--- src/rtl/core/psg_pkg.sv ---
// ----------------------------------------------------------------------------
// psg_pkg
// Shared types, codes and the attenuation table of the sound generator.
// ----------------------------------------------------------------------------
package psg_pkg;

   // input word kinds, carried on req_tuser
   localparam logic [1:0] KIND_WRITE  = 2'd0;
   localparam logic [1:0] KIND_STEREO = 2'd1;
   localparam logic [1:0] KIND_TICK   = 2'd2;

   // configuration register indexes
   localparam logic CSR_TAP_MASK = 1'b0;
   localparam logic CSR_FEED_POS = 1'b1;

   localparam logic [15:0] TAP_MASK_RESET = 16'h0009;
   localparam logic [3:0]  FEED_POS_RESET = 4'd15;

   localparam int          CHANNELS    = 4;
   localparam logic [1:0]  NOISE_CH    = 2'd3;
   localparam logic [1:0]  RATE_TONE2  = 2'd3;
   localparam int          LATCH_BIT   = 7;
   localparam int          LEVEL_W     = 14;
   localparam int          HELD_W      = 16;
   localparam int          SUM_W       = 17;
   localparam int          CNT_W       = 11;
   localparam int          PERIOD_W    = 10;

   typedef struct packed {
      logic                valid;
      logic [1:0]          ch;
      logic [PERIOD_W-1:0] period;
      logic [3:0]          atten;
      logic                left_on;
      logic                right_on;
   } psg_issue_type;

   typedef struct packed {
      logic [CNT_W-1:0]         counter;
      logic                     polarity;
      logic signed [HELD_W-1:0] held_left;
      logic signed [HELD_W-1:0] held_right;
   } psg_entry_type;

   localparam psg_entry_type ENTRY_RESET = '{
      counter: '0, polarity: 1'b1, held_left: '0, held_right: '0};

   typedef struct packed {
      logic                    valid;
      logic signed [SUM_W-1:0] left;
      logic signed [SUM_W-1:0] right;
   } psg_result_type;

   function automatic logic [LEVEL_W-1:0] level_of(input logic [3:0] atten);
      logic [LEVEL_W-1:0] lvl;
      unique case (atten)
         4'd0:  lvl = 14'd16383;
         4'd1:  lvl = 14'd13014;
         4'd2:  lvl = 14'd10337;
         4'd3:  lvl = 14'd8211;
         4'd4:  lvl = 14'd6522;
         4'd5:  lvl = 14'd5181;
         4'd6:  lvl = 14'd4115;
         4'd7:  lvl = 14'd3284;
         4'd8:  lvl = 14'd2596;
         4'd9:  lvl = 14'd2062;
         4'd10: lvl = 14'd1638;
         4'd11: lvl = 14'd1301;
         4'd12: lvl = 14'd1033;
         4'd13: lvl = 14'd821;
         4'd14: lvl = 14'd652;
         default: lvl = 14'd0;
      endcase
      return lvl;
   endfunction

endpackage

--- src/rtl/core/psg_sound_generator.sv ---
// ----------------------------------------------------------------------------
// psg_sound_generator
// Three tone channels and one noise channel mixed into signed stereo levels.
// ----------------------------------------------------------------------------
// A tick word visits the channels one channel per cycle through the single read
// port of the channel state memory; its mixed result goes into a two-entry queue
// that drives rsp. Any word is held off while the channels of a tick are still
// issuing and while two results are queued or in flight.
// Synchronous reset clears control state; channel memory entries read as their
// reset value until written back, so no clearing pass is needed.
module psg_sound_generator (
   input  logic        clock,
   input  logic        reset,
   input  logic        req_tvalid,
   output logic        req_tready,
   input  logic [7:0]  req_tdata,   // [7:0] value
   input  logic [1:0]  req_tuser,   // [1:0] kind
   output logic        rsp_tvalid,
   input  logic        rsp_tready,
   output logic [39:0] rsp_tdata,   // [16:0] left_level, [33:17] right_level
   input  logic        csr_we,
   input  logic        csr_index,
   input  logic [15:0] csr_wdata
);
   import psg_pkg::*;

   logic [15:0] tap_ff;
   logic [3:0]  feed_ff;
   logic [PERIOD_W-1:0] tp_ff [3];
   logic [3:0]  att_ff [CHANNELS];
   logic [7:0]  side_ff;
   logic [1:0]  rate_ff;
   logic        white_ff;
   logic [1:0]  sel_ch_ff;
   logic        sel_vol_ff;
   logic        busy_ff;
   logic [1:0]  iss_ch_ff;
   logic        pending_ff;
   logic [2*SUM_W-1:0] q_ff [2];
   logic        wr_ptr_ff, rd_ptr_ff;
   logic [1:0]  count_ff;

   logic        accept, tick_acc, reg_acc, latch, eff_vol, noise_load;
   logic [1:0]  eff_ch;
   logic [5:0]  wdata;
   logic        push, pop;
   psg_issue_type  iss;
   psg_result_type res;

   assign accept   = req_tvalid && req_tready;
   assign tick_acc = accept && (req_tuser == KIND_TICK);
   assign reg_acc  = accept && (req_tuser == KIND_WRITE);
   assign latch    = req_tdata[LATCH_BIT];
   assign eff_ch   = latch ? req_tdata[6:5] : sel_ch_ff;
   assign eff_vol  = latch ? req_tdata[4] : sel_vol_ff;
   assign wdata    = latch ? {2'b00, req_tdata[3:0]} : req_tdata[5:0];
   assign noise_load = reg_acc && !eff_vol && (eff_ch == NOISE_CH);

   assign req_tready = !busy_ff && ((count_ff + {1'b0, pending_ff}) < 2'd2);

   // channel 0 issues in the accept cycle, 1..3 follow
   always_comb begin
      iss.valid = tick_acc || busy_ff;
      iss.ch    = busy_ff ? iss_ch_ff : 2'd0;
      iss.atten = att_ff[iss.ch];
      iss.left_on  = side_ff[{1'b1, iss.ch}];
      iss.right_on = side_ff[{1'b0, iss.ch}];
      if (iss.ch != NOISE_CH) begin
         iss.period = tp_ff[iss.ch];
      end else begin
         unique case (rate_ff)
            2'd0:    iss.period = PERIOD_W'(16);
            2'd1:    iss.period = PERIOD_W'(32);
            2'd2:    iss.period = PERIOD_W'(64);
            default: iss.period = tp_ff[2];
         endcase
      end
   end

   psg_chan_unit u_chan (
      .clock      (clock),
      .reset      (reset),
      .iss        (iss),
      .noise_load (noise_load),
      .feed_pos   (feed_ff),
      .tap_mask   (tap_ff),
      .white_mode (white_ff),
      .res        (res)
   );

   assign push = res.valid;
   assign pop  = rsp_tvalid && rsp_tready;
   assign rsp_tvalid = (count_ff != 2'd0);
   assign rsp_tdata  = {6'b0, q_ff[rd_ptr_ff]};

   always_ff @(posedge clock) begin
      if (reset) begin
         tap_ff     <= TAP_MASK_RESET;
         feed_ff    <= FEED_POS_RESET;
         for (int i = 0; i < 3; i++) begin
            tp_ff[i] <= '0;
         end
         for (int i = 0; i < CHANNELS; i++) begin
            att_ff[i] <= 4'hF;
         end
         side_ff    <= 8'hFF;
         rate_ff    <= 2'd0;
         white_ff   <= 1'b0;
         sel_ch_ff  <= 2'd0;
         sel_vol_ff <= 1'b0;
         busy_ff    <= 1'b0;
         iss_ch_ff  <= 2'd0;
         pending_ff <= 1'b0;
         wr_ptr_ff  <= 1'b0;
         rd_ptr_ff  <= 1'b0;
         count_ff   <= 2'd0;
      end else begin
         if (csr_we) begin
            unique case (csr_index)
               CSR_TAP_MASK: tap_ff  <= csr_wdata;
               CSR_FEED_POS: feed_ff <= csr_wdata[3:0];
               default: ;
            endcase
         end
         if (reg_acc) begin
            if (latch) begin
               sel_ch_ff  <= eff_ch;
               sel_vol_ff <= eff_vol;
            end
            if (eff_vol) begin
               att_ff[eff_ch] <= wdata[3:0];
            end else if (eff_ch == NOISE_CH) begin
               rate_ff  <= wdata[1:0];
               white_ff <= wdata[2];
            end else if (latch) begin
               tp_ff[eff_ch][3:0] <= wdata[3:0];
            end else begin
               tp_ff[eff_ch][PERIOD_W-1:4] <= wdata;
            end
         end
         if (accept && req_tuser == KIND_STEREO) begin
            side_ff <= req_tdata;
         end
         // advance the channel sequencer
         if (tick_acc) begin
            busy_ff   <= 1'b1;
            iss_ch_ff <= 2'd1;
         end else if (busy_ff) begin
            busy_ff   <= (iss_ch_ff != NOISE_CH);
            iss_ch_ff <= iss_ch_ff + 2'd1;
         end
         if (tick_acc) begin
            pending_ff <= 1'b1;
         end else if (push) begin
            pending_ff <= 1'b0;
         end
         if (push) begin
            wr_ptr_ff <= ~wr_ptr_ff;
         end
         if (pop) begin
            rd_ptr_ff <= ~rd_ptr_ff;
         end
         count_ff <= count_ff + {1'b0, push} - {1'b0, pop};
      end
   end

   always_ff @(posedge clock) begin
      if (push) begin
         q_ff[wr_ptr_ff] <= {res.right, res.left};
      end
   end

   a_fifo_bound: assert property (@(posedge clock) disable iff (reset)
      count_ff <= 2'd2)
      else $error("result queue over capacity");

   a_no_overflow: assert property (@(posedge clock) disable iff (reset)
      push |-> (count_ff < 2'd2 || pop))
      else $error("result pushed into full queue");

   a_tick_blocks: assert property (@(posedge clock) disable iff (reset)
      tick_acc |=> !req_tready)
      else $error("word taken while channels still issuing");

   a_tick_result: assert property (@(posedge clock) disable iff (reset)
      tick_acc |-> ##4 push)
      else $error("tick did not produce a result after four channels");

endmodule

--- src/rtl/core/psg_chan_unit.sv ---
// ----------------------------------------------------------------------------
// psg_chan_unit
// Per-channel state memory with read-modify-write of one channel a cycle,
// noise shift register and the left/right mix accumulator.
// ----------------------------------------------------------------------------
module psg_chan_unit (
   input  logic                    clock,
   input  logic                    reset,
   input  psg_pkg::psg_issue_type  iss,
   input  logic                    noise_load,
   input  logic [3:0]              feed_pos,
   input  logic [15:0]             tap_mask,
   input  logic                    white_mode,
   output psg_pkg::psg_result_type res
);
   import psg_pkg::*;

   psg_entry_type mem [CHANNELS];
   logic [CHANNELS-1:0] vld_ff;
   psg_entry_type rd_ff;
   logic          rd_vld_ff;
   psg_issue_type stb_ff;

   logic [15:0] sr_ff, sr_in;
   logic        tog_ff, tog_in;
   logic signed [SUM_W-1:0] acc_l_ff, acc_r_ff, acc_l_in, acc_r_in;

   psg_entry_type cur, nxt;
   logic [LEVEL_W-1:0]       lvl;
   logic signed [HELD_W-1:0] amp, signed_amp;
   logic [CNT_W-1:0]         per;
   logic                     fb;

   always_comb begin
      cur = rd_vld_ff ? rd_ff : ENTRY_RESET;
      nxt = cur;
      sr_in = sr_ff;
      tog_in = tog_ff;
      fb = 1'b0;
      lvl = level_of(stb_ff.atten);
      if (stb_ff.ch != NOISE_CH) begin
         lvl = lvl >> 1;
      end
      amp = HELD_W'(signed'({1'b0, lvl}));
      per = CNT_W'(stb_ff.period);
      signed_amp = amp;
      if (stb_ff.valid && per != '0) begin
         if (per != CNT_W'(1)) begin
            if (cur.counter <= CNT_W'(1)) begin
               nxt.counter = cur.counter + per - CNT_W'(1);
               if (stb_ff.ch == NOISE_CH) begin
                  tog_in = ~tog_ff;
                  if (tog_in) begin
                     fb = white_mode ? ^(sr_ff & tap_mask) : sr_ff[0];
                     sr_in = (sr_ff >> 1) | (16'(fb) << feed_pos);
                     nxt.polarity = sr_in[0];
                  end
               end else begin
                  nxt.polarity = ~cur.polarity;
               end
            end else begin
               nxt.counter = cur.counter - CNT_W'(1);
            end
            signed_amp = nxt.polarity ? amp : -amp;
         end
         nxt.held_left  = stb_ff.left_on  ? signed_amp : '0;
         nxt.held_right = stb_ff.right_on ? signed_amp : '0;
      end
      // a control write lands after the tick in the same cycle
      if (noise_load) begin
         sr_in = 16'(1) << feed_pos;
         tog_in = 1'b1;
      end
      acc_l_in = ((stb_ff.ch == 2'd0) ? '0 : acc_l_ff) + SUM_W'(nxt.held_left);
      acc_r_in = ((stb_ff.ch == 2'd0) ? '0 : acc_r_ff) + SUM_W'(nxt.held_right);
   end

   assign res.valid = stb_ff.valid && (stb_ff.ch == NOISE_CH);
   assign res.left  = acc_l_in;
   assign res.right = acc_r_in;

   always_ff @(posedge clock) begin
      if (reset) begin
         stb_ff <= '0;
         vld_ff <= '0;
         rd_vld_ff <= 1'b0;
         sr_ff <= 16'(1) << FEED_POS_RESET;
         tog_ff <= 1'b1;
      end else begin
         stb_ff <= iss;
         sr_ff <= sr_in;
         tog_ff <= tog_in;
         if (iss.valid) begin
            rd_vld_ff <= vld_ff[iss.ch];
         end
         if (stb_ff.valid) begin
            vld_ff[stb_ff.ch] <= 1'b1;
         end
      end
   end

   always_ff @(posedge clock) begin
      if (iss.valid) begin
         rd_ff <= mem[iss.ch];
      end
      if (stb_ff.valid) begin
         mem[stb_ff.ch] <= nxt;
         acc_l_ff <= acc_l_in;
         acc_r_ff <= acc_r_in;
      end
   end

endmodule
--- config.mk ---
export PLATFORM = sky130hd
export DESIGN_NAME = psg_sound_generator
export DESIGN_NICKNAME = d
export VERILOG_FILES = /design/src/rtl/core/psg_pkg.sv /design/src/rtl/core/psg_sound_generator.sv /design/src/rtl/core/psg_chan_unit.sv
export SDC_FILE = /design/constraint.sdc
export NUM_CORES = 1
export LEC_CHECK = 0
export BUFFER_PORTS_ARGS = -buffer_cell sky130_fd_sc_hd__clkbuf_2
export CAP_MARGIN = 10
export CORE_ASPECT_RATIO = 1.75
export CORE_MARGIN = 1.5
export CORE_UTILIZATION = 64
export CTS_BUF_LIST = sky130_fd_sc_hd__clkbuf_4 sky130_fd_sc_hd__clkbuf_8
export CTS_CLUSTER_DIAMETER = 60
export DETAILED_ROUTE_END_ITERATION = 6
export HOLD_SLACK_MARGIN = 0.05
export PLACE_DENSITY = 0.92
export SYNTH_ARGS = -nofsm -noshare
export SYNTH_HDL_FRONTEND = slang
export SYNTH_HIERARCHICAL = 1
export SYNTH_SLANG_ARGS = --single-unit
--- constraint.sdc ---
create_clock -name clock -period 5.5 [get_ports clock]
set_input_delay 1.375 -clock clock [delete_from_list [all_inputs] [get_ports clock]]
set_output_delay 1.375 -clock clock [all_outputs]
set_load 0.05 [all_outputs]
==> results of run 1 <==
## registers in the layout (all words and copies together), names as in the netlist, 17 cells and up, named ones only
name / count
u_chan/acc_l_ff: 17
u_chan/acc_r_ff: 17
tp_ff: 30
q_ff: 68
u_chan/rd_ff: 44
u_chan/mem: 176
## where the power goes
| group | switching, uW | internal, uW | total [uW] |
|---|---|---|---|
| sequential | 70.9 | 3900 | 3970 |
| combinational | 665 | 334 | 999 |
| clock | 1270 | 1260 | 2520 |
| total | 2000 | 5490 | 7490 |
## final timing paths
kind / startpoint / slack (ns) / to / cells after the start
max: u_chan/rd_ff[40] / 0.14 / u_chan/acc_r_ff[16] / 22
min: tap_ff[12] / 0.46 / tap_ff[12] / 2
max reg2reg: u_chan/rd_ff[40] / 0.14 / u_chan/acc_r_ff[16] / 22
min reg2reg: tap_ff[12] / 0.46 / tap_ff[12] / 2
## worst max-delay path, cell delays in order (launching register included)
cell and delay, ns:
edfxtp_1 0.40, nor4_1 0.43, a41oi_1 0.21, buf_4 0.20, or3_4 0.39, a21oi_4 0.22
buf_6 0.19, nor2_1 0.08, a31oi_1 0.15, o21ai_0 0.13, a311oi_2 0.31, buf_4 0.19
a22o_1 0.23, ha_1 0.32, and3_1 0.23, a32o_1 0.29, o311a_1 0.30, nor2_1 0.11
o21ai_0 0.12, o21ai_0 0.17, nand2b_1 0.07, a21oi_1 0.17, xnor2_1 0.22
## layer usage
| layer | vias to the layer above | wire length, um |
|---|---|---|
| met3 | 204 | 2790 |
| met2 | 675 | 26600 |
| li1 | 6532 | - |
| met1 | 7007 | 17500 |
| met4 | 0 | 3330 |
| met5 | - | 0 |
## kinds of logic after synthesis
family / Yosys count
muxes: 92
xor gates and xnor gates: 61
AOI/OAI and AO/OA: 339
other: 1
buffers and inverters: 151
DFF: 462
and+or+nand+nor: 526
adders and majority gates: 67
## through the flow
stage          std cells  hold slack [ns]  area [um^2]  TNS (ns)
2_1_floorplan       1704            0.427        21500         0
3_3_place_gp        2134            0.443        22300         0
3_5_place_dp        2134            0.448        22300    -0.901
4_1_cts             2244            0.460        23500         0
5_1_grt             2253            0.480        23600    -0.218
6_report            2253            0.462        23600         0
## layout make-up
type | instances | share of cell area, %
sequential | 462 | 54.8
multi-input combinational | 1091 | 33.9
clock buffer | 76 | 4.08
timing repair buffer | 122 | 3.19
tap | 405 | 2.15
inverter | 62 | 0.991
clock inverter | 34 | 0.964
antenna | 1 | 0.0106
## what timing repair did
action	CTS	global route
endpoints found under the setup margin	6	21
setup buffers	0	8
pin swaps	0	5
resized for setup	1	11
## layout by cell type (no fill, tap or decap), drive strengths merged, types with 10 or more instances in the layout
cell    netlist  routed
a211o        10      10
a211oi       19      19
a21o         20      20
a21oi       108     108
a22o         15      15
a31oi        17      17
and3         41      41
buf          33      56
clkbuf       56     142
clkinv        2      29
dfxtp        94      94
edfxtp      368     368
ha           64      64
inv          60      63
mux2         34      34
mux2i        13      13
mux4         45      45
nand2       157     157
nand2b       31      31
nand3        20      20
nor2        101     101
nor2b        74      74
nor3         40      40
o211ai       10      10
o21ai        65      65
or2          10      10
or3          10      10
xnor2        41      41
xor2         20      20
==> results.yml, run 1 <==
sta:
  final-max-slew-violation-count: 0
  period_needed_ns: 5.36
  timing.final.crit_share_pct: 97.5
  hold_viol_final: 0
  relSlewSlack_pct: 24.9
  tightestPinTransition_ns: 1.13
  worst_slack_ns: 0.136
  skew_ns: 0.0477
  clock.fmax_ghz: 0.186
  rsz0062_at_grt: "yes"
  finalSetupViolCount: 0
grt:
  grt_max_degree: 67
  gr-usage-met3_pct: 4.09
  use_met2_pct: 53.7
  busiest_layer: "met2"
  first_global_vias: 14716
  grt_first_pass_wirelength_mm: 78.1
  grt_util_all_layers_pct: 29.4
  met1_usage_pct: 32.0
  overflow: 0
  antenna_found_initial: 1
clocking:
  cts_hold_buffers: 0
  cts_tree: "yes"
  cts_sinks: 462
  clk_latency_ns: 0.66
  clock-root-buffer: "clkbuf_8"
  clk_pin_slew_ns: 0.07
  cts_htree_levels: 2
  cts.path.max_buffers: 3
  numCtsBuffers: 61
floorplan:
  rows: 88
  ios: 74
  die-area_um2: 34700
  core_area_um2: 33000
  die_height_um: 245
  start_util_pct: 65.1
  die_x_um: 142
cells_and_area:
  multi_input_area_um2: 8000
  seq_area_um2: 12900
  final_nets: 1899
  area_delta_synth_final_pct: 9.92
  final_core_util_pct: 71.5
  nFillCells: 2090
  layout-drive-gt1-share_pct: 19.8
routing:
  drc: 0
  wl_per_cell_um: 22.3
  via_count: 14418
  firstDrtPassIters: 5
  drt_iter0_drc: 1269
  ant_nets: 0
  vias_per_cell: 6.40
  wl_mm: 50.2
logic_synthesis:
  synth_xor_area_share_pct: 2.56
  syn_inst: 1699
  yosysWarningCount: 6
  ys_ff_latch: 462
  yosysSeqAreaShare_pct: 60.2
  synth_edf_count: 368
  synth_top_family_by_area: "simple AND/OR/NAND/NOR gates"
  synth_most_common_cell: "edfxtp_1"
  synth_top_area_share_pct: 51.4
  synth_async_sr_flop_share_pct: 0
  synth_flop_cell: "edfxtp_1"
  synth_area_um2: 21500
  synth-adder-area-share_pct: 4.01
  synthDistinctLibCells: 89
  syn_avg_cell_area_um2: 12.6
  synth_top_cell_by_area: "edfxtp_1"
  ys_top_cells_by_area: "edfxtp_1, dfxtp_1, mux4_2, ha_1, nand2_1"
  synthMuxAreaShare_pct: 7.10
  yosys.area_share.simple_pct: 12.5
  synth_compound_area_share_pct: 10.7
  synth_common_cells: "edfxtp_1, nand2_1, a21oi_1"
power:
  max-vdd-ir-drop_mv: 0.243
  power_uw: 7490
  cellLeakagePower_uw: 0.00871
  powerDensity_nw_per_um2: 317
worst_setup_path:
  crit_fanout: 14
  critPathLaunchType: "flop"
  required_ns: 5.93
  crit_arrival_ns: 5.80
  end_kind: "flop"
  path_class: "reg2reg"
placement:
  place_ws_ns: -0.160
  io_buffers: 67
  gp_congestion: 0.961
  dpl.hpwl_mm: 34.2
outcome:
  outcome: "completed"
hold_path:
  hold_class: "reg2reg"
run:
  drv_cap: 0
Power figures use the tool's default switching activity.
==> run 2: changes to the inputs <==
Settings changed: ABC_AREA from default to 1, CORE_UTILIZATION 64 to 65, GPL_TIMING_DRIVEN from default to 0, PLACE_DENSITY 0.92 to 0.93.
==> results.yml, run 2 <==
outcome:
  outcome: "finished, violations left"
  violations: "setup timing"
worst_setup_path:
  end_kind: "flop"
  crit_top_cell: "nand2_1"
  crit_start: "u_chan/sr_ff[8]"
  rr_endpoint: "q_ff[1][16]"
  path_class: "reg2reg"
  reg2reg_depth: 32
  critPathLaunchType: "flop"
  max_stage_delay_ns: 0.45
  r2r_start: "u_chan/sr_ff[8]"
  endpoint: "q_ff[1][16]"
  r2r_slack_ns: -0.11
  crit_fanout: 10
  crit_arrival_ns: 5.93
  required_ns: 5.82
  crit_path_top_delay_cell: "dfxtp_1"
cells_and_area:
  area_delta_synth_final_pct: 12.1
  final_nets: 2473
  finalNonFillerCells: 2883
  reg_top3: "u_chan/mem: 176 flops, q_ff: 68 flops, u_chan/rd_ff: 44 flops"
  design_area_um2: 24800
  layout-drive-gt1-share_pct: 14.5
  layout_common_cells: "edfxtp_1, nand2_1, nor2_1, o21ai_0, inv_1"
  final_common_cell: "edfxtp_1"
  nFillCells: 2088
  top_register: "u_chan/mem"
  largest_register_ffs: 176
logic_synthesis:
  yosysSeqAreaShare_pct: 59.8
  ys_ff_latch: 471
  synth_flop_cell: "edfxtp_1"
  yosysWarningCount: 6
  syn_inst: 2212
  syn_avg_cell_area_um2: 9.99
  synth_most_common_cell: "edfxtp_1"
  synth_top_area_share_pct: 51.2
  synth_common_cells: "edfxtp_1, nand2_1, nor2_1"
  synth_area_um2: 22100
  synthDistinctLibCells: 52
  synth_async_sr_flop_share_pct: 0
  synth_top_cell_by_area: "edfxtp_1"
  synth_edf_count: 377
  ys_top_cells_by_area: "edfxtp_1, dfxtp_1, nand2_1, nor2_1, o21ai_0"
sta:
  finalSetupViolCount: 6
  worst_slack_ns: -0.111
  skew_ns: 0.0360
  hold_slack_ns: 0.473
  final-max-slew-violation-count: 0
  hold_viol_final: 0
  timing.final.crit_share_pct: 102
  period_needed_ns: 5.61
  relSlewSlack_pct: 30.4
  tightestPinTransition_ns: 1.04
  clock.fmax_ghz: 0.178
floorplan:
  ios: 74
  die_height_um: 247
  rows: 89
  core_area_um2: 33600
  die_x_um: 142
  start_util_pct: 65.7
  die-area_um2: 35100
grt:
  grt_first_pass_wirelength_mm: 96.1
  first_global_vias: 18419
  busiest_layer: "met2"
  overflow: 0
  gr-usage-met3_pct: 6.93
  grt_util_all_layers_pct: 36.4
  grt_max_degree: 38
  use_met2_pct: 64.0
  met1_usage_pct: 38.1
  antenna_found_initial: 1
routing:
  ant_nets: 0
  vias_per_cell: 6.37
  via_count: 18377
  firstDrtPassIters: 6
  drt_iter0_drc: 2379
  wl_per_cell_um: 22.4
  wl_mm: 64.7
  drc: 0
clocking:
  cts.path.max_buffers: 3
  cts_hold_buffers: 0
  clock-root-buffer: "clkbuf_8"
  numCtsBuffers: 66
  cts_tree: "yes"
  clk_pin_slew_ns: 0.07
  cts_htree_levels: 3
  clk_latency_ns: 0.64
  cts_sinks: 471
power:
  max-vdd-ir-drop_mv: 0.409
  powerDensity_nw_per_um2: 322
  cellLeakagePower_uw: 0.0102
placement:
  io_buffers: 67
  dpl_cell_area_um2: 23200
  place_inst: 2758
  gp_congestion: 0.930
  dpl.hpwl_mm: 41.1
hold_path:
  hold_class: "reg2reg"
run:
  drv_cap: 0
-- run 2: layout make-up --
class	count	area [um^2]	share of cell area, %
Tap cell	455	569	2.30
Clock buffer	95	1180	4.75
Buffer	92	435	1.76
Inverter	235	882	3.56
Antenna cell	1	2.50	0.0101
Multi-Input combinational cell	1428	7770	31.4
Timing Repair Buffer	80	551	2.22
Sequential cell	471	13200	53.3
Clock inverter	26	168	0.677
-- run 2: power breakdown --
part / internal [uW] / leakage, uW / switching (uW) / total, uW
sequential: 4000 / 0.00425 / 62.2 / 4060
combinational: 311 / 0.00523 / 794 / 1100
clock: 1440 / 0.000708 / 1370 / 2810
-- run 2: how the worst min path moves through the flow --
stage                          start          endpoint  slack [ns]  depth (start not counted)
CTS                 u_chan/vld_ff[0]  u_chan/vld_ff[0]        0.47                          2
global placement           rd_ptr_ff         rd_ptr_ff        0.44                          1
detailed placement  u_chan/vld_ff[0]  u_chan/vld_ff[0]        0.46                          2
floorplan                 side_ff[6]        side_ff[6]        0.42                          2
finish              u_chan/vld_ff[0]  u_chan/vld_ff[0]        0.47                          2
global route        u_chan/vld_ff[0]  u_chan/vld_ff[0]        0.48                          2
-- run 2: critical path: cells and delay by family, from the launching register on --
kind            cells  cell delay [ns]
flops               1             0.45
xor+xnor            1             0.28
fa+ha+maj           1             0.35
simple gates       22             2.85
buf+inv             4             0.53
compound gates      4             0.87
-- run 2: stage by stage --
| step | setup TNS (ns) | power [uW] | util, % | worst slack (ns) |
|---|---|---|---|---|
| after floorplan | 0 | 4850 | - | 0.539 |
| after global placement | -185.00 | 5100 | 68.5 | -2.33 |
| after detailed placement | -0.698 | 5160 | 69.1 | -0.129 |
| after CTS | 0 | 7910 | 73.2 | 0.0158 |
| after global routing | -0.418 | 8190 | 73.6 | -0.125 |
| final | -0.583 | 7970 | 73.6 | -0.111 |
-- run 2: cell families (layout without fill, tap and decap cells) --
group | after synthesis | count (layout) | share of synthesized area (%)
AOI/OAI and AO/OA | 427 | 427 | 10.4
xor gates and xnor gates | 46 | 46 | 1.82
adders and majority gates | 67 | 67 | 3.90
buffers and inverters | 327 | 528 | 5.95
DFF | 471 | 471 | 59.8
muxes | 35 | 35 | 1.78
other | 1 | 16 | 0.0170
and+or+nand+nor | 838 | 838 | 16.3
-- run 2: metal layers --
metal  share of wire (%)  up-vias
li1                    -     7888
met1                  31     8596
met2                  50     1468
met3                 9.6      425
met4                 8.5        0
met5                   0        -
-- run 2: timing repair --
| item | in CTS | in global routing |
|---|---|---|
| hold endpoints to repair | 0 | 0 |
| buffers inserted | 0 | 3 |
| pin swaps | 0 | 2 |
| endpoints found under the setup margin | 15 | 33 |
| resized for setup | 5 | 23 |
==> run 3: changes to the inputs <==
Settings changed: CORE_UTILIZATION 65 to 70, PLACE_DENSITY 0.93 to 0.95.
Clock period 5.5 ns to 7.05 ns, I/O delays scaled along.
==> results.yml, run 3 (same netlist as run 2, synthesis figures left out) <==
floorplan:
  die_height_um: 238
  die-area_um2: 32700
  core_area_um2: 30900
  die_x_um: 137
  rows: 85
  ios: 74
  start_util_pct: 71.4
worst_setup_path:
  r2r_slack_ns: 1.56
  crit_path_top_delay_cell: "ha_1"
  path_class: "reg2reg"
  reg2reg_depth: 30
  r2r_start: "u_chan/sr_ff[10]"
  crit_arrival_ns: 5.83
  end_kind: "flop"
  cp_top_family: "simple AND/OR/NAND/NOR gates"
  critPathLaunchType: "flop"
  required_ns: 7.39
  rr_endpoint: "q_ff[0][33]"
  max_stage_delay_ns: 0.47
  critPathBufInv: 2
  crit_fanout: 10
  crit_top_cell: "nand2_1"
clocking:
  postCtsSetupRepairBufs: 0
  numCtsBuffers: 69
  cts_htree_levels: 3
  clk_pin_slew_ns: 0.07
  cts.repair.resized: 0
  clock-root-buffer: "clkbuf_8"
  cts_sinks: 471
  cts.path.max_buffers: 3
  cts_tree: "yes"
  cts_hold_buffers: 0
  clk_latency_ns: 0.66
placement:
  dpl.hpwl_mm: 42.0
  place_inst: 2695
  place_ws_ns: 1.97
  io_buffers: 67
  gp_congestion: 0.940
sta:
  skew_ns: 0.0379
  finalSetupViolCount: 0
  period_needed_ns: 5.49
  tightestPinTransition_ns: 0.968
  worst_slack_ns: 1.56
  rsz0062_at_grt: "no"
  final-max-slew-violation-count: 0
  timing.final.crit_share_pct: 77.9
  clock.fmax_ghz: 0.182
  hold_slack_ns: 0.475
  hold_viol_final: 0
  relSlewSlack_pct: 34.8
cells_and_area:
  finalNonFillerCells: 2821
  final_common_cell: "edfxtp_1"
  layout-drive-gt1-share_pct: 13.6
  top_register: "u_chan/mem"
  seq_area_um2: 13200
  area_delta_synth_final_pct: 11.4
  largest_register_ffs: 176
  multi_input_area_um2: 7650
  reg_top3: "u_chan/mem: 176 flops, q_ff: 68 flops, u_chan/rd_ff: 44 flops"
  nFillCells: 1700
  final_nets: 2474
  layout_common_cells: "edfxtp_1, nand2_1, nor2_1, o21ai_0, inv_1"
grt:
  grt_util_all_layers_pct: 39.7
  overflow: 0
  antenna_found_initial: 1
  first_global_vias: 18507
  grt_max_degree: 36
  grt_first_pass_wirelength_mm: 97.2
hold_path:
  hold_depth: 1
  hold_end: "u_chan/vld_ff[2]"
  hold_class: "reg2reg"
  min-delay-start: "u_chan/vld_ff[2]"
power:
  switching_share_pct: 28.1
  comb_power_share_pct: 13.7
  cellLeakagePower_uw: 0.0102
  powerDensity_nw_per_um2: 257
  power.internal_uw: 4550
  max-vdd-ir-drop_mv: 0.266
  power_frac_clock_pct: 36.3
  p_switching_uw: 1780
  pwr-share-seq_pct: 50.0
routing:
  via_count: 18137
  firstDrtPassIters: 6
  wl_mm: 63.0
  vias_per_cell: 6.43
  drc: 0
  ant_nets: 0
  drt_iter0_drc: 2399
  wl_per_cell_um: 22.3
outcome:
  outcome: "completed"
run:
  drv_cap: 0
[run 3: area by class of cell]
cell class / count / area share, %
flip-flops and latches: 471 / 53.7
multi-input cells: 1428 / 31.1
clock buffers: 88 / 4.49
inverters: 235 / 3.58
repair buffers: 78 / 2.18
well taps: 391 / 1.99
plain buffers: 92 / 1.76
clock inverters: 37 / 1.27
diodes: 1 / 0.0102
[run 3: metrics by stage]
step / cell area [um^2] / setup TNS, ns / total power, uW / util (%)
2_1_floorplan: 22100 / 0 / 3790 / -
3_3_place_gp: 23000 / -88.46 / 4000 / 74.2
3_5_place_dp: 23200 / 0 / 4040 / 74.9
4_1_cts: 24600 / 0 / 6290 / 79.5
5_1_grt: 24600 / 0 / 6500 / 79.5
6_report: 24600 / 0 / 6330 / 79.5
[run 3: power groups by stage]
stage	Combinational [uW]	Sequential [uW]	Clock, uW
floorplan	580	3210	0
global placement	775	3220	0
detailed placement	824	3220	0
CTS	840	3160	2290
global route	920	3170	2410
finish	867	3160	2300
[run 3: worst max path at each step]
stage / start / to / cells after the start
after global placement: u_chan/stb_ff[18] / q_ff[0][6] / 4
after detailed placement: u_chan/per[5] / q_ff[1][33] / 21
after global routing: u_chan/sr_ff[10] / u_chan/acc_r_ff[15] / 32
after floorplan: u_chan/stb_ff[18] / q_ff[0][0] / 4
after CTS: u_chan/per[5] / q_ff[0][33] / 21
final: u_chan/sr_ff[10] / q_ff[0][33] / 30
[run 3: layer usage]
metal / up-vias / global-route usage (%) / wire length [um]
met2: 1458 / 68.9 / 32100
li1: 7900 / - / -
met1: 8390 / 43.6 / 19900
met4: 0 / 25.7 / 4620
met3: 389 / 8.16 / 6310
met5: - / 0 / 0
[run 3: worst register-to-register path: cells and delay by family, from the launching register on]
kind                       cells  cell delay (ns)
and+or+nand+nor               21             2.45
AOI/OAI and AO/OA              4             1.01
xor gates and xnor gates       2             0.55
adders and majority gates      1             0.47
DFF                            1             0.41
buffers and inverters          2             0.29
